[config.mk]
export PLATFORM = sky130hd
export DESIGN_NAME = spin_chain_hamiltonian_row_generator_top
export DESIGN_NICKNAME = d
export VERILOG_FILES = /design/src/sv/schrg_pkg.sv /design/src/sv/schrg_front.sv /design/src/sv/schrg_fifo.sv /design/src/sv/schrg_back.sv /design/src/sv/spin_chain_hamiltonian_row_generator_top.sv
export VERILOG_INCLUDE_DIRS = /design/src /design/src/sv
export SDC_FILE = /design/constraint.sdc
export NUM_CORES = 1
export LEC_CHECK = 0
export BUFFER_PORTS_ARGS = -buffer_cell sky130_fd_sc_hd__buf_2
export CAP_MARGIN = 20
export CORE_UTILIZATION = 30
export CTS_CLUSTER_DIAMETER = 150
export DETAILED_ROUTE_END_ITERATION = 8
export GPL_TIMING_DRIVEN = 1
export PLACE_DENSITY = 0.47
export SLEW_MARGIN = 40
export SYNTH_ARGS = -nofsm -noshare
export SYNTH_HDL_FRONTEND = slang
export SYNTH_HIERARCHICAL = 1
export SYNTH_SLANG_ARGS = --single-unit
[constraint.sdc]
create_clock -name i_clk -period 9.3 [get_ports i_clk]
set_input_delay 0 -clock i_clk [delete_from_list [all_inputs] [get_ports i_clk]]
set_output_delay 0 -clock i_clk [all_outputs]
set_load 0.02 [all_outputs]
[src/sv/spin_chain_hamiltonian_row_generator_top_defines.svh]
// ----------------------------------------------------------------------------
// j1-j2 ring row generator: assertion macros
// shared concurrent assertion forms, clocked on i_clk, disabled in reset
// ----------------------------------------------------------------------------
`ifndef SPIN_CHAIN_HAMILTONIAN_ROW_GENERATOR_TOP_DEFINES_SVH
`define SPIN_CHAIN_HAMILTONIAN_ROW_GENERATOR_TOP_DEFINES_SVH

// same-cycle implication
`define SCHRG_ASSERT_IMP(name, ante, cons) \
    name: assert property (@(posedge i_clk) disable iff (!i_rst_n) (ante) |-> (cons)) \
        else $error("schrg assertion failed");

// next-cycle implication
`define SCHRG_ASSERT_NXT(name, ante, cons) \
    name: assert property (@(posedge i_clk) disable iff (!i_rst_n) (ante) |=> (cons)) \
        else $error("schrg assertion failed");

`endif

[src/sv/schrg_pkg.sv]
// ----------------------------------------------------------------------------
// schrg_pkg
// types and constants of the j1-j2 ring row generator
// ----------------------------------------------------------------------------
package schrg_pkg;

    localparam int STATE_W    = 16;  // basis state and column width
    localparam int VAL_W      = 24;  // entry value width
    localparam int CFG_W      = 16;  // coupling ratio width
    localparam int HALF_W     = 4;   // half ring length register width
    localparam int LEN_W      = 5;   // ring length, up to 16
    localparam int CNT_W      = 5;   // bond count, up to 16
    localparam int D_W        = 7;   // signed bond sum
    localparam int T_W        = CFG_W + D_W;  // diagonal sum, 14 fraction bits
    localparam int DIAG_FRAC  = 14;
    localparam int OFF_FRAC   = 13;
    localparam int QUARTER_SH = 12;  // 0.25 with 14 fraction bits
    localparam int HALF_MIN   = 3;
    localparam int HALF_MAX   = 8;
    localparam int QDEPTH     = 4;
    localparam int QLVL_W     = 3;
    localparam int APB_AW     = 3;
    localparam int APB_DW     = 32;

    localparam logic REG_COUPLING = 1'b0;
    localparam logic REG_HALF     = 1'b1;

    typedef logic signed [VAL_W-1:0] t_val;
    typedef logic signed [T_W-1:0]   t_acc;

    localparam t_val VAL_MAX = {1'b0, {(VAL_W-1){1'b1}}};
    localparam t_val VAL_MIN = {1'b1, {(VAL_W-1){1'b0}}};

    localparam logic signed [CFG_W-1:0] COUPLING_RST = 16'sd4096;
    localparam logic [HALF_W-1:0]       HALF_RST     = 4'd8;

    typedef struct packed {
        logic signed [CFG_W-1:0] coupling;
        logic [LEN_W-1:0]        ring_len;
    } t_cfg;

endpackage

[src/sv/schrg_front.sv]
// ----------------------------------------------------------------------------
// schrg_front
// two-stage intake: finds antiparallel bonds and sums the diagonal entry
// ----------------------------------------------------------------------------
module schrg_front #(
    parameter int MASK_W = 16
) (
    input  logic                               i_clk,
    input  logic                               i_rst_n,
    input  schrg_pkg::t_cfg                    i_cfg,
    input  logic                               i_valid,
    output logic                               o_ready,
    input  logic [schrg_pkg::STATE_W-1:0]      i_basis_state,
    output logic                               o_push,
    input  logic                               i_full,
    output logic [MASK_W-1:0]                  o_state,
    output logic [MASK_W-1:0]                  o_anti1,
    output logic [MASK_W-1:0]                  o_anti2,
    output schrg_pkg::t_acc                    o_diag
);
    import schrg_pkg::*;

    logic [MASK_W:0]   mask_w;
    logic [MASK_W-1:0] ring_mask;
    logic [MASK_W-1:0] s_in;
    logic [MASK_W-1:0] rot1;
    logic [MASK_W-1:0] rot2;
    logic [MASK_W-1:0] a1;
    logic [MASK_W-1:0] a2;
    logic              s2_rdy;

    logic              r_s1_vld;
    logic [MASK_W-1:0] r_s1_state;
    logic [MASK_W-1:0] r_s1_anti1;
    logic [MASK_W-1:0] r_s1_anti2;
    logic [CNT_W-1:0]  r_s1_cnt1;
    logic [CNT_W-1:0]  r_s1_cnt2;

    logic signed [D_W-1:0] d1;
    logic signed [D_W-1:0] d2;
    t_acc                  prod;
    t_acc                  n_acc;

    logic              r_s2_vld;
    logic [MASK_W-1:0] r_s2_state;
    logic [MASK_W-1:0] r_s2_anti1;
    logic [MASK_W-1:0] r_s2_anti2;
    t_acc              r_s2_acc;

    // stage 1: ring mask, neighbor rotations, antiparallel bonds
    always_comb begin
        mask_w    = ((MASK_W+1)'(1) << i_cfg.ring_len) - (MASK_W+1)'(1);
        ring_mask = mask_w[MASK_W-1:0];
        s_in      = i_basis_state[MASK_W-1:0] & ring_mask;
        rot1      = (s_in >> 1)
                  | (MASK_W'(s_in[0]) << (i_cfg.ring_len - LEN_W'(1)));
        rot2      = (s_in >> 2)
                  | (MASK_W'(s_in[0]) << (i_cfg.ring_len - LEN_W'(2)))
                  | (MASK_W'(s_in[1]) << (i_cfg.ring_len - LEN_W'(1)));
        a1        = (s_in ^ rot1) & ring_mask;
        a2        = (s_in ^ rot2) & ring_mask;
    end

    // stage 2: bond sums, then d1/4 + j*d2/4 with 14 fraction bits
    always_comb begin
        d1    = $signed({2'b00, i_cfg.ring_len}) - $signed({1'b0, r_s1_cnt1, 1'b0});
        d2    = $signed({2'b00, i_cfg.ring_len}) - $signed({1'b0, r_s1_cnt2, 1'b0});
        prod  = i_cfg.coupling * d2;
        n_acc = (T_W'(d1) <<< QUARTER_SH) + prod;
    end

    assign s2_rdy  = !r_s2_vld || !i_full;
    assign o_ready = !r_s1_vld || s2_rdy;
    assign o_push  = r_s2_vld && !i_full;

    always_ff @(posedge i_clk) begin
        if (!i_rst_n) begin
            r_s1_vld <= 1'b0;
            r_s2_vld <= 1'b0;
        end else begin
            if (o_ready) begin
                r_s1_vld <= i_valid;
            end
            if (s2_rdy) begin
                r_s2_vld <= r_s1_vld;
            end
        end
    end

    always_ff @(posedge i_clk) begin
        if (i_valid && o_ready) begin
            r_s1_state <= s_in;
            r_s1_anti1 <= a1;
            r_s1_anti2 <= a2;
            r_s1_cnt1  <= CNT_W'($countones(a1));
            r_s1_cnt2  <= CNT_W'($countones(a2));
        end
        if (s2_rdy && r_s1_vld) begin
            r_s2_state <= r_s1_state;
            r_s2_anti1 <= r_s1_anti1;
            r_s2_anti2 <= r_s1_anti2;
            r_s2_acc   <= n_acc;
        end
    end

    assign o_state = r_s2_state;
    assign o_anti1 = r_s2_anti1;
    assign o_anti2 = r_s2_anti2;
    assign o_diag  = r_s2_acc;

endmodule

[src/sv/schrg_fifo.sv]
// ----------------------------------------------------------------------------
// schrg_fifo
// short queue of classified states between intake and emitter
// ----------------------------------------------------------------------------
module schrg_fifo #(
    parameter int DATA_W = 71,
    parameter int DEPTH  = 4,
    parameter int LVL_W  = 3
) (
    input  logic              i_clk,
    input  logic              i_rst_n,
    input  logic              i_push,
    input  logic [DATA_W-1:0] i_data,
    input  logic              i_pop,
    output logic              o_vld,
    output logic [DATA_W-1:0] o_data,
    output logic [LVL_W-1:0]  o_level
);
    localparam int PTR_W = $clog2(DEPTH);

    logic [DATA_W-1:0] r_mem [DEPTH];
    logic [PTR_W-1:0]  r_wr;
    logic [PTR_W-1:0]  r_rd;
    logic [LVL_W-1:0]  r_level;

    always_ff @(posedge i_clk) begin
        if (!i_rst_n) begin
            r_wr    <= '0;
            r_rd    <= '0;
            r_level <= '0;
        end else begin
            if (i_push) begin
                r_wr <= r_wr + PTR_W'(1);
            end
            if (i_pop) begin
                r_rd <= r_rd + PTR_W'(1);
            end
            if (i_push && !i_pop) begin
                r_level <= r_level + LVL_W'(1);
            end else if (i_pop && !i_push) begin
                r_level <= r_level - LVL_W'(1);
            end
        end
    end

    always_ff @(posedge i_clk) begin
        if (i_push) begin
            r_mem[r_wr] <= i_data;
        end
    end

    assign o_vld   = (r_level != '0);
    assign o_data  = r_mem[r_rd];
    assign o_level = r_level;

endmodule

[src/sv/schrg_back.sv]
// ----------------------------------------------------------------------------
// schrg_back
// row emitter: diagonal entry, then one entry per antiparallel bond
// ----------------------------------------------------------------------------
module schrg_back #(
    parameter int MASK_W    = 16,
    parameter int FRAC_BITS = 12
) (
    input  logic                                 i_clk,
    input  logic                                 i_rst_n,
    input  schrg_pkg::t_cfg                      i_cfg,
    input  logic                                 i_vld,
    input  logic [MASK_W-1:0]                    i_state,
    input  logic [MASK_W-1:0]                    i_anti1,
    input  logic [MASK_W-1:0]                    i_anti2,
    input  schrg_pkg::t_acc                      i_diag,
    output logic                                 o_pop,
    output logic                                 o_valid,
    input  logic                                 i_ready,
    output logic [schrg_pkg::STATE_W-1:0]        o_column_state,
    output logic signed [schrg_pkg::VAL_W-1:0]   o_entry_value,
    output logic                                 o_is_diagonal,
    output logic                                 o_last_of_row
);
    import schrg_pkg::*;

    // diagonal: 14 fraction bits in, FRAC_BITS out
    localparam int UP14  = (FRAC_BITS > DIAG_FRAC) ? FRAC_BITS - DIAG_FRAC : 0;
    localparam int DN14  = (FRAC_BITS < DIAG_FRAC) ? DIAG_FRAC - FRAC_BITS : 0;
    localparam int RND14 = (DN14 > 0) ? (1 << (DN14 - 1)) : 0;
    localparam int W14   = VAL_W + 1 + UP14;
    // next-nearest hop: j times one half, 13 fraction bits in
    localparam int UP13  = (FRAC_BITS > OFF_FRAC) ? FRAC_BITS - OFF_FRAC : 0;
    localparam int DN13  = (FRAC_BITS < OFF_FRAC) ? OFF_FRAC - FRAC_BITS : 0;
    localparam int RND13 = (DN13 > 0) ? (1 << (DN13 - 1)) : 0;
    localparam int W13   = VAL_W + 1 + UP13;
    localparam t_val HALF_VAL = t_val'(1) << (FRAC_BITS - 1);

    function automatic logic [MASK_W-1:0] ring_rotl(
        input logic [MASK_W-1:0] x,
        input logic [1:0]        d,
        input logic [LEN_W-1:0]  n,
        input logic [MASK_W-1:0] m
    );
        logic [MASK_W+1:0] y;
        logic [MASK_W+1:0] hi;
        begin
            y  = {2'b00, x} << d;
            hi = (y & ~{2'b00, m}) >> n;
            return (y[MASK_W-1:0] & m) | hi[MASK_W-1:0];
        end
    endfunction

    logic                  r_act;
    logic                  r_diag_pnd;
    logic [MASK_W-1:0]     r_s;
    logic [2*MASK_W-1:0]   r_pend;
    t_acc                  r_acc;

    logic                  r_out_vld;
    logic [STATE_W-1:0]    r_col;
    t_val                  r_val;
    logic                  r_is_diag;
    logic                  r_last;

    logic [MASK_W:0]       mask_w;
    logic [MASK_W-1:0]     ring_mask;
    logic [2*MASK_W-1:0]   low;
    logic [2*MASK_W-1:0]   pend_nx;
    logic [MASK_W-1:0]     lo1;
    logic [MASK_W-1:0]     lo2;
    logic [MASK_W-1:0]     flip;
    logic                  last;
    logic                  emit;
    logic signed [W14-1:0] x14;
    logic signed [W14-1:0] y14;
    logic signed [W13-1:0] x13;
    logic signed [W13-1:0] y13;
    t_val                  diag_val;
    t_val                  jhalf_val;
    t_val                  n_val;
    logic [MASK_W-1:0]     n_col;

    always_comb begin
        mask_w    = ((MASK_W+1)'(1) << i_cfg.ring_len) - (MASK_W+1)'(1);
        ring_mask = mask_w[MASK_W-1:0];
        low       = r_pend & (~r_pend + (2*MASK_W)'(1));
        pend_nx   = r_pend & ~low;
        lo1       = low[MASK_W-1:0];
        lo2       = low[2*MASK_W-1:MASK_W];
        flip      = lo1 | ring_rotl(lo1, 2'd1, i_cfg.ring_len, ring_mask)
                  | lo2 | ring_rotl(lo2, 2'd2, i_cfg.ring_len, ring_mask);
        last      = r_diag_pnd ? (r_pend == '0) : (pend_nx == '0);
    end

    // round half up, then saturate
    always_comb begin
        x14 = W14'(r_acc) + W14'(RND14);
        y14 = (x14 >>> DN14) <<< UP14;
        if (y14 > W14'(VAL_MAX)) begin
            diag_val = VAL_MAX;
        end else if (y14 < W14'(VAL_MIN)) begin
            diag_val = VAL_MIN;
        end else begin
            diag_val = VAL_W'(y14);
        end
        x13 = W13'(i_cfg.coupling) + W13'(RND13);
        y13 = (x13 >>> DN13) <<< UP13;
        if (y13 > W13'(VAL_MAX)) begin
            jhalf_val = VAL_MAX;
        end else if (y13 < W13'(VAL_MIN)) begin
            jhalf_val = VAL_MIN;
        end else begin
            jhalf_val = VAL_W'(y13);
        end
    end

    always_comb begin
        if (r_diag_pnd) begin
            n_val = diag_val;
            n_col = r_s;
        end else begin
            n_val = (|lo1) ? HALF_VAL : jhalf_val;
            n_col = r_s ^ flip;
        end
    end

    assign emit  = r_act && (!r_out_vld || i_ready);
    assign o_pop = i_vld && (!r_act || (emit && last));

    always_ff @(posedge i_clk) begin
        if (!i_rst_n) begin
            r_act      <= 1'b0;
            r_diag_pnd <= 1'b0;
            r_out_vld  <= 1'b0;
        end else begin
            if (o_pop) begin
                r_act      <= 1'b1;
                r_diag_pnd <= 1'b1;
            end else if (emit && last) begin
                r_act <= 1'b0;
            end else if (emit) begin
                r_diag_pnd <= 1'b0;
            end
            if (emit) begin
                r_out_vld <= 1'b1;
            end else if (i_ready) begin
                r_out_vld <= 1'b0;
            end
        end
    end

    always_ff @(posedge i_clk) begin
        if (o_pop) begin
            r_s    <= i_state;
            r_pend <= {i_anti2, i_anti1};
            r_acc  <= i_diag;
        end else if (emit && !r_diag_pnd) begin
            r_pend <= pend_nx;
        end
        if (emit) begin
            r_col     <= STATE_W'(n_col);
            r_val     <= n_val;
            r_is_diag <= r_diag_pnd;
            r_last    <= last;
        end
    end

    assign o_valid        = r_out_vld;
    assign o_column_state = r_col;
    assign o_entry_value  = r_val;
    assign o_is_diagonal  = r_is_diag;
    assign o_last_of_row  = r_last;

endmodule

[src/sv/spin_chain_hamiltonian_row_generator_top.sv]
// ----------------------------------------------------------------------------
// spin_chain_hamiltonian_row_generator_top
// Takes one basis state of a periodic spin-1/2 ring (bit i = site i, 1 = up,
// ring length 2*half_sites, at most 16) and emits that state's row of the
// J1-J2 Heisenberg Hamiltonian: first the diagonal entry, then one entry per
// antiparallel bond with both bond spins flipped, nearest bonds in site order
// before next-nearest bonds. Values are signed fixed point with FRAC_BITS
// fraction bits, rounded half up and saturated to 24 bits. A state with b
// antiparallel bonds yields 1 + b results (1 to 25 on a 16-site ring, since
// any three neighboring sites hold at most two antiparallel bonds). The
// emitter puts out one result per clock while the output is ready, so
// sustained throughput is one result per cycle, and a new state is taken
// every cycle while the 4-entry queue ahead of the emitter has room. Each
// request passes the front stages and the queue before the emitter
// registers its first result. Write coupling_ratio (address 0) and
// half_sites (address 4) only while no row is outstanding.
// ----------------------------------------------------------------------------
`include "spin_chain_hamiltonian_row_generator_top_defines.svh"

module spin_chain_hamiltonian_row_generator_top #(
    parameter int MAX_SITES = 16,
    parameter int FRAC_BITS = 12
) (
    input  logic                                 i_clk,
    input  logic                                 i_rst_n,
    // state request channel
    input  logic                                 i_valid,
    output logic                                 o_ready,
    input  logic [schrg_pkg::STATE_W-1:0]        i_basis_state,
    // matrix entry channel
    output logic                                 o_valid,
    input  logic                                 i_ready,
    output logic [schrg_pkg::STATE_W-1:0]        o_column_state,
    output logic signed [schrg_pkg::VAL_W-1:0]   o_entry_value,
    output logic                                 o_is_diagonal,
    output logic                                 o_last_of_row,
    // configuration port
    input  logic                                 psel,
    input  logic                                 penable,
    input  logic                                 pwrite,
    input  logic [schrg_pkg::APB_AW-1:0]         paddr,
    input  logic [schrg_pkg::APB_DW-1:0]         pwdata,
    output logic [schrg_pkg::APB_DW-1:0]         prdata,
    output logic                                 pready
);
    import schrg_pkg::*;

    // site mask width and the longest even ring the build supports
    localparam int MASK_W   = (MAX_SITES < STATE_W) ? MAX_SITES : STATE_W;
    localparam int RING_MAX = (MAX_SITES < STATE_W) ? (MAX_SITES & ~1) : STATE_W;
    localparam int DATA_W   = 3 * MASK_W + T_W;

    // configuration registers
    logic signed [CFG_W-1:0] r_coupling;
    logic [HALF_W-1:0]       r_half;
    logic                    cfg_wr;
    logic [HALF_W-1:0]       half_cl;
    logic [LEN_W-1:0]        len_raw;
    t_cfg                    cfg;

    // front to queue to back
    logic                    q_push;
    logic                    q_pop;
    logic                    q_vld;
    logic                    q_full;
    logic [QLVL_W-1:0]       q_level;
    logic [MASK_W-1:0]       f_state;
    logic [MASK_W-1:0]       f_anti1;
    logic [MASK_W-1:0]       f_anti2;
    t_acc                    f_diag;
    logic [DATA_W-1:0]       q_head;
    logic [STATE_W:0]        chk_mask;

    assign pready = 1'b1;
    assign cfg_wr = psel && penable && pwrite && pready;

    // word-aligned decode, one register per word
    always_ff @(posedge i_clk) begin
        if (!i_rst_n) begin
            r_coupling <= COUPLING_RST;
            r_half     <= HALF_RST;
        end else if (cfg_wr) begin
            case (paddr[2])
                REG_COUPLING: r_coupling <= pwdata[CFG_W-1:0];
                REG_HALF:     r_half     <= pwdata[HALF_W-1:0];
                default:      r_half     <= r_half;
            endcase
        end
    end

    always_comb begin
        case (paddr[2])
            REG_COUPLING: prdata = {{(APB_DW-CFG_W){1'b0}}, r_coupling};
            REG_HALF:     prdata = {{(APB_DW-HALF_W){1'b0}}, r_half};
            default:      prdata = '0;
        endcase
    end

    // half ring length clamped to 3..8, ring then capped to the build limit
    always_comb begin
        if (r_half < HALF_W'(HALF_MIN)) begin
            half_cl = HALF_W'(HALF_MIN);
        end else if (r_half > HALF_W'(HALF_MAX)) begin
            half_cl = HALF_W'(HALF_MAX);
        end else begin
            half_cl = r_half;
        end
        len_raw = {half_cl, 1'b0};
        cfg.coupling = r_coupling;
        cfg.ring_len = (len_raw > LEN_W'(RING_MAX)) ? LEN_W'(RING_MAX) : len_raw;
    end

    // front: masks the state, classifies bonds, sums the diagonal
    schrg_front #(
        .MASK_W        (MASK_W)
    ) u_front (
        .i_clk         (i_clk),
        .i_rst_n       (i_rst_n),
        .i_cfg         (cfg),
        .i_valid       (i_valid),
        .o_ready       (o_ready),
        .i_basis_state (i_basis_state),
        .o_push        (q_push),
        .i_full        (q_full),
        .o_state       (f_state),
        .o_anti1       (f_anti1),
        .o_anti2       (f_anti2),
        .o_diag        (f_diag)
    );

    assign q_full = (q_level == QLVL_W'(QDEPTH));

    // queue decouples intake stalls from emitter stalls
    schrg_fifo #(
        .DATA_W  (DATA_W),
        .DEPTH   (QDEPTH),
        .LVL_W   (QLVL_W)
    ) u_fifo (
        .i_clk   (i_clk),
        .i_rst_n (i_rst_n),
        .i_push  (q_push),
        .i_data  ({f_state, f_anti1, f_anti2, f_diag}),
        .i_pop   (q_pop),
        .o_vld   (q_vld),
        .o_data  (q_head),
        .o_level (q_level)
    );

    // back: walks the pending bond mask, one entry per clock while the output is ready
    schrg_back #(
        .MASK_W         (MASK_W),
        .FRAC_BITS      (FRAC_BITS)
    ) u_back (
        .i_clk          (i_clk),
        .i_rst_n        (i_rst_n),
        .i_cfg          (cfg),
        .i_vld          (q_vld),
        .i_state        (q_head[DATA_W-1 -: MASK_W]),
        .i_anti1        (q_head[DATA_W-MASK_W-1 -: MASK_W]),
        .i_anti2        (q_head[T_W+MASK_W-1 -: MASK_W]),
        .i_diag         (q_head[T_W-1:0]),
        .o_pop          (q_pop),
        .o_valid        (o_valid),
        .i_ready        (i_ready),
        .o_column_state (o_column_state),
        .o_entry_value  (o_entry_value),
        .o_is_diagonal  (o_is_diagonal),
        .o_last_of_row  (o_last_of_row)
    );

    // ring mask at port width, for checking columns
    assign chk_mask = ((STATE_W+1)'(1) << cfg.ring_len) - (STATE_W+1)'(1);

    // emitter only takes a row the queue really holds
    `SCHRG_ASSERT_IMP(a_pop_has_head, q_pop, q_vld)
    // queue fill tracks a lone write
    `SCHRG_ASSERT_NXT(a_level_up, q_push && !q_pop, q_level == $past(q_level) + 1'b1)
    // every column stays inside the ring
    `SCHRG_ASSERT_IMP(a_col_in_ring, o_valid, (o_column_state & ~chk_mask[STATE_W-1:0]) == '0)

endmodule

==> metrics.txt, run 1 <==
# TYPE chip_impl_metric gauge
chip_impl_info{name="run_status",value="complete, no violations"} 1
chip_impl_metric{name="period_share",unit=""} 0.770
chip_impl_metric{name="cts_buffer_depth",unit=""} 3
chip_impl_metric{name="final_cells",unit=""} 3886
chip_impl_metric{name="placement_rows",unit=""} 116
chip_impl_metric{name="area.growth.synth_to_final",unit="%"} 14.4
chip_impl_metric{name="route.detailed.wl_per_inst",unit="µm"} 21.0
chip_impl_metric{name="dp.final_hpwl",unit="mm"} 58.5
chip_impl_metric{name="worstPathMaxFanout",unit=""} 16
chip_impl_metric{name="detailedRoute.firstPassIterationCount",unit=""} 7
chip_impl_metric{name="minimum_clock_period_after_layout",unit="ps"} 7160
chip_impl_metric{name="worst-slew-pin-transition",unit="ps"} 911
chip_impl_metric{name="grt_total_usage",unit=""} 0.159
chip_impl_metric{name="first_iter_violations",unit=""} 1445
chip_impl_info{name="root_buffer",value="sky130_fd_sc_hd__clkbuf_16"} 1
chip_impl_metric{name="clock_sink_count",unit=""} 553
chip_impl_metric{name="pd_cells",unit="nW/µm²"} 326
chip_impl_metric{name="nNetsFinal",unit=""} 2722
chip_impl_metric{name="grt_antenna_before_repair",unit=""} 5
chip_impl_metric{name="cts-htree-levels",unit=""} 2
chip_impl_metric{name="maximum_number_of_pins_on_one_net_before_global_route_repair",unit=""} 67
chip_impl_metric{name="finalSetupViolations",unit=""} 0
chip_impl_metric{name="cts_setup_buffers",unit=""} 0
chip_impl_metric{name="clkLatencyLatePin",unit="ps"} 650
chip_impl_metric{name="die_h",unit="µm"} 320
chip_impl_metric{name="ys_warn_count",unit=""} 6
chip_impl_metric{name="wire_length_of_the_first_global_routing_pass",unit="mm"} 124
chip_impl_metric{name="static-leakage-power",unit="nW"} 12.4
chip_impl_metric{name="final_layout_size_suffix_gt1_frac",unit=""} 0.145
chip_impl_metric{name="numCtsBuffers",unit=""} 58
chip_impl_info{name="worstSetupPathType",value="flop to flop"} 1
chip_impl_metric{name="timing.setup.tns",unit="ps"} 0
chip_impl_metric{name="filler_cell_count",unit=""} 9756
chip_impl_metric{name="io_pins",unit=""} 135
chip_impl_info{name="cts_tree",value="yes"} 1
chip_impl_metric{name="finalMaxSlewViolations",unit=""} 0
chip_impl_metric{name="buffer_ports.inserted",unit=""} 99
chip_impl_metric{name="route.final.wire_length",unit="mm"} 81.6
chip_impl_metric{name="post_synth_instance_area",unit="µm²"} 30400
chip_impl_metric{name="timing_hold_violations_final",unit=""} 0
chip_impl_metric{name="worstPathArrival",unit="ps"} 7490
chip_impl_info{name="hold_path.class",value="input pin to flop"} 1
chip_impl_metric{name="floorplan.die_area",unit="µm²"} 103000
chip_impl_metric{name="required",unit="ps"} 9630
chip_impl_metric{name="total_power",unit="mW"} 11.3
chip_impl_metric{name="cap_viol_max_count",unit=""} 0
chip_impl_metric{name="post_synth_inst_count",unit=""} 2343
chip_impl_metric{name="finalWeightedCongestion",unit=""} 0.864
chip_impl_metric{name="floorplan.initialDensity",unit=""} 0.303
chip_impl_metric{name="first_global_vias",unit=""} 19700
chip_impl_metric{name="fmax",unit="MHz"} 140
chip_impl_info{name="end_kind",value="flop"} 1
chip_impl_metric{name="post_synth.cell_area_avg",unit="µm²"} 13.0
chip_impl_metric{name="clk_transition_reported_paths",unit="ps"} 60
chip_impl_info{name="start_kind",value="flop"} 1
chip_impl_metric{name="dpl.cell_count",unit=""} 3730
chip_impl_metric{name="ir_drop",unit="V"} 0.000314
chip_impl_metric{name="die_w",unit="µm"} 320
chip_impl_metric{name="clock_skew",unit="ps"} 67.3
chip_impl_metric{name="core",unit="µm²"} 100000
chip_impl_metric{name="ant_nets",unit=""} 0
chip_impl_metric{name="worst_slew_slack_as_a_fraction_of_its_limit",unit=""} 0.388
chip_impl_metric{name="grt_overflow_total",unit=""} 0
chip_impl_metric{name="viasPerCell",unit=""} 4.90
chip_impl_metric{name="num_vias",unit=""} 19000
chip_impl_metric{name="drt_drc_violations_left",unit=""} 0
chip_impl_metric{name="hold_slack",unit="ps"} 122
chip_impl_info{name="grt_setup_unrepaired",value="no"} 1
==> worst paths after layout <==
path	startpoint	depth (start not counted)	slack, ps	end
hold / removal	penable	3	120	r_coupling[4]$_SDFFE_PN0P_
setup reg to reg	r_half[2]$_SDFFE_PN0P_	20	2140	u_front/r_s1_cnt1[2]$_DFFE_PP_
hold reg to reg	u_front/r_s1_anti2[8]$_DFFE_PP_	0	380	u_front/o_anti2[8]$_DFFE_PP_
setup / recovery	r_half[2]$_SDFFE_PN0P_	20	2140	u_front/r_s1_cnt1[2]$_DFFE_PP_
==> routing by layer <==
metal,wire length [µm],up-vias,GRT usage
li1,-,8825,-
met1,37800,9688,0.221
met2,38700,421,0.263
met3,3370,105,0.0165
met4,1710,2,0.0417
met5,13,-,0
==> power breakdown <==
| group | internal [mW] | leakage, nW | switching [mW] | total [mW] |
|---|---|---|---|---|
| combinational | 2.00 | 6.31 | 3.00 | 5.00 |
| sequential | 3.46 | 5.10 | 0.429 | 3.89 |
| clock | 1.44 | 0.971 | 0.984 | 2.42 |
==> metrics by stage <==
step                      utilization  instance area, µm²  setup WS (ps)
after global routing            0.347               34800           1730
after global placement          0.321               32200           1850
after detailed placement        0.322               32300           2170
after floorplan                     -               30500           2590
final                           0.347               34800           2140
after CTS                       0.346               34700           2070
==> layout by cell type (no fill, tap or decap), drive strengths merged, types with 20 or more instances in the layout <==
master and n:
a21oi 77, and2 83, buf 126, clkbuf 70
clkinv 25, conb 23, dfxtp 34, dlygate4sd3 44
edfxtp 519, fa 115, ha 72, inv 202
mux2 26, mux2i 52, mux4 70, nand2 156
nand2b 22, nand3 56, nand4 26, nor2 114
nor2b 81, nor3 36, nor4 20, o21ai 61
o22ai 20, xnor2 58, xor2 54
==> flip-flops by register name (all words and copies together) (netlist names), 22 cells and up, named ones only <==
signal	count
u_front/o_diag	22
u_back/o_entry_value	23
u_back/r_acc	22
u_back/r_pend	32
u_fifo/r_mem	280
==> what timing repair did <==
action / 4_1_cts / 5_1_grt
resized for setup: 0 / 0
hold endpoints to repair: 74 / 0
hold buffers: 44 / 0
==> final cells by class <==
| type | instances | area (µm²) | area share |
|---|---|---|---|
| Clock inverter | 40 | 509 | 0.0146 |
| Antenna cell | 2 | 5.00 | 0.000144 |
| Clock buffer | 70 | 1510 | 0.0433 |
| Tap cell | 1357 | 1700 | 0.0488 |
| Sequential cell | 553 | 16300 | 0.468 |
| Multi-Input combinational cell | 1493 | 12900 | 0.370 |
| Inverter | 201 | 757 | 0.0218 |
| Timing Repair Buffer | 170 | 1160 | 0.0334 |
==> worst max-delay path: stages, from the launching register on <==
cell and delay [ps]:
sky130_fd_sc_hd__dfxtp_1 490, sky130_fd_sc_hd__a21oi_4 130, sky130_fd_sc_hd__inv_1 280, sky130_fd_sc_hd__ha_1 620, sky130_fd_sc_hd__or4b_1 540, sky130_fd_sc_hd__ha_1 400
sky130_fd_sc_hd__or4b_1 530, sky130_fd_sc_hd__a21o_1 220, sky130_fd_sc_hd__a21boi_1 370, sky130_fd_sc_hd__a21oi_1 100, sky130_fd_sc_hd__xor2_1 170, sky130_fd_sc_hd__nor2_1 170
sky130_fd_sc_hd__fa_1 460, sky130_fd_sc_hd__fa_1 490, sky130_fd_sc_hd__fa_1 520, sky130_fd_sc_hd__inv_1 60, sky130_fd_sc_hd__fa_1 480, sky130_fd_sc_hd__inv_1 50
sky130_fd_sc_hd__ha_1 190, sky130_fd_sc_hd__fa_1 400, sky130_fd_sc_hd__xor2_1 180
(Power assumes the default switching activity.)
==> run 2, diff against run 1 <==
==> constraint.sdc (replaced) <==
create_clock -name i_clk -period 6.65 [get_ports i_clk]
set_input_delay 0 -clock i_clk [delete_from_list [all_inputs] [get_ports i_clk]]
set_output_delay 0 -clock i_clk [all_outputs]
set_load 0.02 [all_outputs]
==> run 2 against run 1 <==
  * Clock skew decreased by 38 ps
  * Setup slack got worse by 1800 ps
  * Clock power increased by 36%
  * Final area increased by 1.4%
  * Critical path type unchanged
  * Global-route usage decreased by 0.12 points
  * Combinational power increased by 41%
  * Critical path depth increased by 1
  * Maximum frequency increased by 13%
==> metrics.txt, run 2 (synthesized netlist as in run 1, its figures left out) <==
# TYPE chip_impl_metric gauge
chip_impl_metric{name="worst_slack",unit="ps"} 335
chip_impl_metric{name="worstPathArrival",unit="ps"} 6700
chip_impl_metric{name="ir_drop",unit="V"} 0.000642
chip_impl_metric{name="floorplan.initialDensity",unit=""} 0.303
chip_impl_metric{name="internal_power",unit="mW"} 9.83
chip_impl_info{name="layout_common_cells",value="sky130_fd_sc_hd__edfxtp_1, sky130_fd_sc_hd__inv_1, sky130_fd_sc_hd__nand2_1"} 1
chip_impl_metric{name="filler_cell_count",unit=""} 9765
chip_impl_metric{name="largest_reg_flops",unit=""} 280
chip_impl_info{name="end_kind",value="flop"} 1
chip_impl_metric{name="finalSetupViolations",unit=""} 0
chip_impl_metric{name="first_iter_violations",unit=""} 1374
chip_impl_info{name="grt_setup_unrepaired",value="no"} 1
chip_impl_metric{name="hold_slack",unit="ps"} 81.1
chip_impl_metric{name="total_area_of_multi_input_combinational_cells",unit="µm²"} 12800
chip_impl_metric{name="pwr-share-seq",unit=""} 0.344
chip_impl_metric{name="clkPwrFrac",unit=""} 0.209
chip_impl_info{name="worstSetupPathType",value="flop to flop"} 1
chip_impl_metric{name="die_w",unit="µm"} 320
chip_impl_info{name="most_frequent_standard_cell_in_the_layout_excluding_fill_and_tap_cells",value="sky130_fd_sc_hd__edfxtp_1"} 1
chip_impl_metric{name="floorplan.die_area",unit="µm²"} 103000
chip_impl_metric{name="fmax",unit="MHz"} 158
chip_impl_metric{name="minimum_clock_period_after_layout",unit="ps"} 6320
chip_impl_metric{name="comb_power_share",unit=""} 0.448
chip_impl_metric{name="dp_slack",unit="ps"} 222
chip_impl_metric{name="nNetsFinal",unit=""} 2791
chip_impl_metric{name="route.detailed.wl_per_inst",unit="µm"} 20.6
chip_impl_metric{name="numCtsBuffers",unit=""} 60
chip_impl_metric{name="drt_drc_violations_left",unit=""} 0
chip_impl_metric{name="dp.final_hpwl",unit="mm"} 59.5
chip_impl_info{name="root_buffer",value="sky130_fd_sc_hd__clkbuf_16"} 1
chip_impl_metric{name="clock_sink_count",unit=""} 553
chip_impl_metric{name="cts_setup_buffers",unit=""} 0
chip_impl_metric{name="antennaDiodeCount",unit=""} 0
chip_impl_metric{name="final_cells",unit=""} 3952
chip_impl_metric{name="worst-slew-pin-transition",unit="ps"} 853
chip_impl_metric{name="cap_viol_max_count",unit=""} 0
chip_impl_metric{name="area.sequential",unit="µm²"} 16300
chip_impl_metric{name="final_layout_size_suffix_gt1_frac",unit=""} 0.160
chip_impl_metric{name="die_h",unit="µm"} 320
chip_impl_metric{name="grt_overflow_total",unit=""} 0
chip_impl_metric{name="area.growth.synth_to_final",unit="%"} 16.0
chip_impl_metric{name="maximum_number_of_pins_on_one_net_before_global_route_repair",unit=""} 67
chip_impl_metric{name="pd_cells",unit="nW/µm²"} 448
chip_impl_metric{name="num_vias",unit=""} 19200
chip_impl_metric{name="first_global_vias",unit=""} 19700
chip_impl_metric{name="worstPathMaxFanout",unit=""} 17
chip_impl_metric{name="netSwitchingFraction",unit=""} 0.377
chip_impl_metric{name="grt_antenna_before_repair",unit=""} 6
chip_impl_info{name="regMostFlops",value="u_fifo/r_mem"} 1
chip_impl_metric{name="placement_rows",unit=""} 116
chip_impl_metric{name="total_power",unit="mW"} 15.8
chip_impl_info{name="run_status",value="complete, no violations"} 1
chip_impl_metric{name="timing_hold_violations_final",unit=""} 0
chip_impl_metric{name="power.switching",unit="mW"} 5.95
chip_impl_metric{name="worst_slew_slack_as_a_fraction_of_its_limit",unit=""} 0.431
chip_impl_metric{name="grt_total_usage",unit=""} 0.157
chip_impl_metric{name="finalMaxSlewViolations",unit=""} 0
chip_impl_metric{name="timing.setup.tns",unit="ps"} 0
chip_impl_metric{name="route.final.wire_length",unit="mm"} 81.6
chip_impl_metric{name="cts-htree-levels",unit=""} 2
chip_impl_metric{name="buffer_ports.inserted",unit=""} 99
chip_impl_metric{name="clk_transition_reported_paths",unit="ps"} 60
chip_impl_metric{name="cts_buffer_depth",unit=""} 3
chip_impl_metric{name="required",unit="ps"} 7040
chip_impl_metric{name="core",unit="µm²"} 100000
chip_impl_info{name="cts_tree",value="yes"} 1
chip_impl_info{name="hold_path.class",value="input pin to flop"} 1
chip_impl_info{name="start_kind",value="flop"} 1
chip_impl_metric{name="period_share",unit=""} 0.950
chip_impl_metric{name="detailedRoute.firstPassIterationCount",unit=""} 6
chip_impl_metric{name="final_util",unit=""} 0.351
chip_impl_metric{name="fin_area",unit="µm²"} 35200
chip_impl_metric{name="dpl.cell_count",unit=""} 3777
chip_impl_metric{name="ant_nets",unit=""} 0
chip_impl_metric{name="finalWeightedCongestion",unit=""} 0.876
chip_impl_metric{name="placement.cell_area",unit="µm²"} 32600
chip_impl_metric{name="wire_length_of_the_first_global_routing_pass",unit="mm"} 124
chip_impl_metric{name="io_pins",unit=""} 135
chip_impl_metric{name="static-leakage-power",unit="nW"} 12.7
chip_impl_metric{name="clock_skew",unit="ps"} 29.4
chip_impl_metric{name="clkLatencyLatePin",unit="ps"} 650
chip_impl_metric{name="viasPerCell",unit=""} 4.85
## run 2: power by group through the flow
stage / sequential, mW / clock [mW] / combinational [mW]
after detailed placement: 5.50 / 0 / 7.10
after global routing: 5.51 / 3.52 / 7.97
after global placement: 5.50 / 0 / 6.92
after CTS: 5.43 / 3.39 / 7.15
after floorplan: 5.28 / 0 / 5.16
final: 5.42 / 3.29 / 7.07
## run 2: worst paths after layout
kind,slack (ps),cells after the start,from,to
worst min-delay path,80,3,penable,r_coupling[2]$_SDFFE_PN0P_
worst max-delay path,330,21,r_half[2]$_SDFFE_PN0P_,u_front/r_s1_cnt1[4]$_DFFE_PP_
worst max register to register,330,21,r_half[2]$_SDFFE_PN0P_,u_front/r_s1_cnt1[4]$_DFFE_PP_
worst min register to register,420,0,u_front/r_s1_state[1]$_DFFE_PP_,u_front/o_state[1]$_DFFE_PP_
## run 2: metal layers
layer,share of wire,GRT usage
met5,0,0
met2,0.46,0.257
met3,0.040,0.0185
met4,0.023,0.0410
met1,0.47,0.221
## run 2: final cells by class
cell class	count	area share
multi-input combinational	1493	0.364
inverter	201	0.0215
clock inverter	32	0.00969
tap	1357	0.0482
clock buffer	79	0.0455
sequential	553	0.462
timing repair buffer	237	0.0490
## run 2: what timing repair did
action,in CTS,in global routing
hold buffers,64,0
endpoints found under the hold margin,78,0
setup endpoints to repair,0,7
gates resized for setup,0,7
## run 2: critical path, stage by stage, from the launching register on
cell and delay [ps]:
sky130_fd_sc_hd__dfxtp_2 370, sky130_fd_sc_hd__nor2b_4 140, sky130_fd_sc_hd__buf_4 200, sky130_fd_sc_hd__or4b_1 600, sky130_fd_sc_hd__ha_1 220, sky130_fd_sc_hd__buf_4 190
sky130_fd_sc_hd__or4b_1 480, sky130_fd_sc_hd__a21o_1 230, sky130_fd_sc_hd__a21boi_1 220, sky130_fd_sc_hd__a21oi_1 80, sky130_fd_sc_hd__xor2_1 160, sky130_fd_sc_hd__nor2_1 220
sky130_fd_sc_hd__fa_1 490, sky130_fd_sc_hd__fa_1 490, sky130_fd_sc_hd__fa_1 520, sky130_fd_sc_hd__inv_1 60, sky130_fd_sc_hd__fa_1 480, sky130_fd_sc_hd__inv_1 40
sky130_fd_sc_hd__ha_1 200, sky130_fd_sc_hd__fa_1 410, sky130_fd_sc_hd__a21oi_1 170, sky130_fd_sc_hd__nor2b_1 70
==> run 3, diff against run 2 <==
--- a/config.mk
+++ b/config.mk
@@ -6,6 +6,7 @@
 export SDC_FILE = /design/constraint.sdc
 export NUM_CORES = 1
 export LEC_CHECK = 0
+export ABC_AREA = 1
 export BUFFER_PORTS_ARGS = -buffer_cell sky130_fd_sc_hd__buf_2
 export CAP_MARGIN = 20
 export CORE_UTILIZATION = 30
==> run 3 against run 2 <==
  * Critical path depth up 7
  * Maximum frequency is 0.35% lower
  * Via count rose by 19%
  * Flip-flop and latch count unchanged
  * Die area up 2.5%
  * Routed wire length is 5.9% higher
  * Clock skew shrank 7.2 ps
  * Power increased by 3.0%
  * Global-route usage rose by 0.65 points
  * Non-clock buffer count is 4 higher
  * Critical path type unchanged
  * Largest power group unchanged
  * Highest routed layer is now met5
==> metrics.txt, run 3 <==
# TYPE chip_impl_metric gauge
chip_impl_metric{name="path_depth",unit=""} 28
chip_impl_metric{name="ir_drop",unit="V"} 0.000455
chip_impl_metric{name="num_vias",unit=""} 22800
chip_impl_metric{name="required",unit="ps"} 7030
chip_impl_metric{name="worst_slew_slack_as_a_fraction_of_its_limit",unit=""} 0.462
chip_impl_metric{name="post_synth.cell_area_avg",unit="µm²"} 9.50
chip_impl_metric{name="ant_nets",unit=""} 0
chip_impl_metric{name="ys_warn_count",unit=""} 6
chip_impl_metric{name="worst-slew-pin-transition",unit="ps"} 807
chip_impl_metric{name="area.growth.synth_to_final",unit="%"} 15.9
chip_impl_info{name="worst_path_max_delay_cell",value="sky130_fd_sc_hd__dlygate4sd3_1"} 1
chip_impl_metric{name="buffer_ports.inserted",unit=""} 99
chip_impl_metric{name="route.final.wire_length",unit="mm"} 86.4
chip_impl_metric{name="grt_antenna_before_repair",unit=""} 4
chip_impl_metric{name="clkLatencyLatePin",unit="ps"} 630
chip_impl_metric{name="critical-path-max-stage-delay",unit="ps"} 560
chip_impl_info{name="cp_top_family",value="adder cells"} 1
chip_impl_metric{name="dp.final_hpwl",unit="mm"} 62.3
chip_impl_metric{name="timing.setup.tns",unit="ps"} 0
chip_impl_metric{name="route.detailed.wl_per_inst",unit="µm"} 17.6
chip_impl_metric{name="reg2regPathDepth",unit=""} 28
chip_impl_metric{name="placement_rows",unit=""} 117
chip_impl_metric{name="floorplan.die_area",unit="µm²"} 105000
chip_impl_info{name="cp-endpoint",value="u_front/r_s1_cnt1[2]$_DFFE_PP_"} 1
chip_impl_metric{name="finalMaxSlewViolations",unit=""} 0
chip_impl_metric{name="grt_overflow_total",unit=""} 0
chip_impl_info{name="run_status",value="complete, no violations"} 1
chip_impl_metric{name="worstPathArrival",unit="ps"} 6710
chip_impl_info{name="cp_common_cell",value="sky130_fd_sc_hd__inv_1"} 1
chip_impl_metric{name="nNetsFinal",unit=""} 3729
chip_impl_metric{name="fmax",unit="MHz"} 158
chip_impl_metric{name="first_global_vias",unit=""} 22100
chip_impl_metric{name="detailedRoute.firstPassIterationCount",unit=""} 5
chip_impl_info{name="worstSetupPathType",value="flop to flop"} 1
chip_impl_metric{name="grt_total_usage",unit=""} 0.164
chip_impl_info{name="rr_startpoint",value="r_half[2]$_SDFFE_PN0P_"} 1
chip_impl_metric{name="minimum_clock_period_after_layout",unit="ps"} 6340
chip_impl_metric{name="final_util",unit=""} 0.353
chip_impl_info{name="cp-startpoint",value="r_half[2]$_SDFFE_PN0P_"} 1
chip_impl_metric{name="numCtsBuffers",unit=""} 58
chip_impl_metric{name="post_synth_instance_area",unit="µm²"} 31100
chip_impl_metric{name="cts_buffer_depth",unit=""} 3
chip_impl_metric{name="clock_sink_count",unit=""} 553
chip_impl_metric{name="die_w",unit="µm"} 324
chip_impl_info{name="grt_setup_unrepaired",value="no"} 1
chip_impl_info{name="most_frequent_standard_cell_in_the_layout_excluding_fill_and_tap_cells",value="sky130_fd_sc_hd__nand2_1"} 1
chip_impl_metric{name="clock_skew",unit="ps"} 22.3
chip_impl_info{name="regMostFlops",value="u_fifo/r_mem"} 1
chip_impl_info{name="critical_path.reg2reg.endpoint",value="u_front/r_s1_cnt1[2]$_DFFE_PP_"} 1
chip_impl_metric{name="wire_length_of_the_first_global_routing_pass",unit="mm"} 131
chip_impl_metric{name="filler_cell_count",unit=""} 10400
chip_impl_metric{name="dp_slack",unit="ps"} 249
chip_impl_info{name="end_kind",value="flop"} 1
chip_impl_metric{name="floorplan.initialDensity",unit=""} 0.304
chip_impl_metric{name="post_synth_inst_count",unit=""} 3279
chip_impl_metric{name="first_iter_violations",unit=""} 1475
chip_impl_metric{name="cp.buffers_inverters",unit=""} 8
chip_impl_metric{name="clk_transition_reported_paths",unit="ps"} 60
chip_impl_metric{name="finalSetupViolations",unit=""} 0
chip_impl_info{name="cts_tree",value="yes"} 1
chip_impl_metric{name="regToRegSetupSlack",unit="ps"} 310
chip_impl_info{name="hold_path.class",value="input pin to flop"} 1
chip_impl_metric{name="worstPathMaxFanout",unit=""} 10
chip_impl_metric{name="cts-htree-levels",unit=""} 2
chip_impl_info{name="root_buffer",value="sky130_fd_sc_hd__clkbuf_16"} 1
chip_impl_metric{name="viasPerCell",unit=""} 4.65
chip_impl_info{name="layout_common_cells",value="sky130_fd_sc_hd__nand2_1, sky130_fd_sc_hd__edfxtp_1, sky130_fd_sc_hd__nor2_1"} 1
chip_impl_metric{name="largest_reg_flops",unit=""} 280
chip_impl_metric{name="core",unit="µm²"} 102000
chip_impl_metric{name="worst_slack",unit="ps"} 313
chip_impl_info{name="start_kind",value="flop"} 1
chip_impl_metric{name="period_share",unit=""} 0.953
chip_impl_metric{name="timing_hold_violations_final",unit=""} 0
chip_impl_metric{name="dpl.cell_count",unit=""} 4698
chip_impl_metric{name="finalWeightedCongestion",unit=""} 0.914
chip_impl_metric{name="maximum_number_of_pins_on_one_net_before_global_route_repair",unit=""} 89
chip_impl_metric{name="io_pins",unit=""} 135
chip_impl_metric{name="total_power",unit="mW"} 16.3
chip_impl_metric{name="pd_cells",unit="nW/µm²"} 450
chip_impl_metric{name="cap_viol_max_count",unit=""} 0
chip_impl_metric{name="final_layout_size_suffix_gt1_frac",unit=""} 0.0975
chip_impl_metric{name="drt_drc_violations_left",unit=""} 0
chip_impl_metric{name="final_cells",unit=""} 4899
chip_impl_metric{name="die_h",unit="µm"} 324
chip_impl_metric{name="static-leakage-power",unit="nW"} 14.9
run 3: worst min-delay path by stage:
stage,startpoint,to,cells past startpoint
after global placement,pwdata[12],r_coupling[12]$_SDFFE_PN1P_,3
after detailed placement,pwdata[12],r_coupling[12]$_SDFFE_PN1P_,3
final,pwdata[0],r_half[0]$_SDFFE_PN0P_,6
after floorplan,i_rst_n,u_fifo/o_level[2]$_SDFFE_PN0P_,2
after CTS,pwdata[0],r_half[0]$_SDFFE_PN0P_,6
after global routing,i_basis_state[7],u_front/r_s1_state[7]$_DFFE_PP_,4
run 3: worst reg2reg max path: cells and delay by family, from the launching register on:
family / cells / cell delay, ps
fa+ha+maj: 8 / 2940
buf+inv: 8 / 1240
simple gates: 10 / 1150
xor+xnor: 2 / 490
flops: 1 / 310
run 3: where the power goes:
group | switching (mW) | internal, mW
Sequential | 0.456 | 4.95
Combinational | 4.89 | 2.65
Clock | 1.37 | 1.94
Total | 6.72 | 9.54
run 3: per-stage QoR:
step	area, µm²	hold slack, ps
2_1_floorplan	31200	121
3_3_place_gp	33100	249
3_5_place_dp	33200	236
4_1_cts	36100	290
5_1_grt	36100	340
6_report	36100	346
run 3: layer usage:
metal  vias to the layer above  wire length [µm]  track usage  share of wire
li1                      11200                 -            -              -
met1                     10900             40400        0.226           0.47
met2                       518             39300        0.263           0.45
met3                       133              3730       0.0207          0.043
met4                         2              2990       0.0614          0.035
met5                         -                 8            0       0.000093
run 3: layout make-up:
cell class,count,area (µm²),share of cell area
antenna,1,2.50,0.0000693
timing repair buffer,241,1870,0.0517
sequential,553,16300,0.451
clock buffer,65,1500,0.0415
tap,1368,1710,0.0474
clock inverter,41,473,0.0131
multi-input combinational,2202,12700,0.351
inverter,428,1620,0.0449
run 3: timing repair:
action,in CTS,in global routing
gates resized for setup,0,5
hold buffers,93,0
hold endpoints to repair,81,0
setup buffers,0,0
endpoints found under the setup margin,0,9
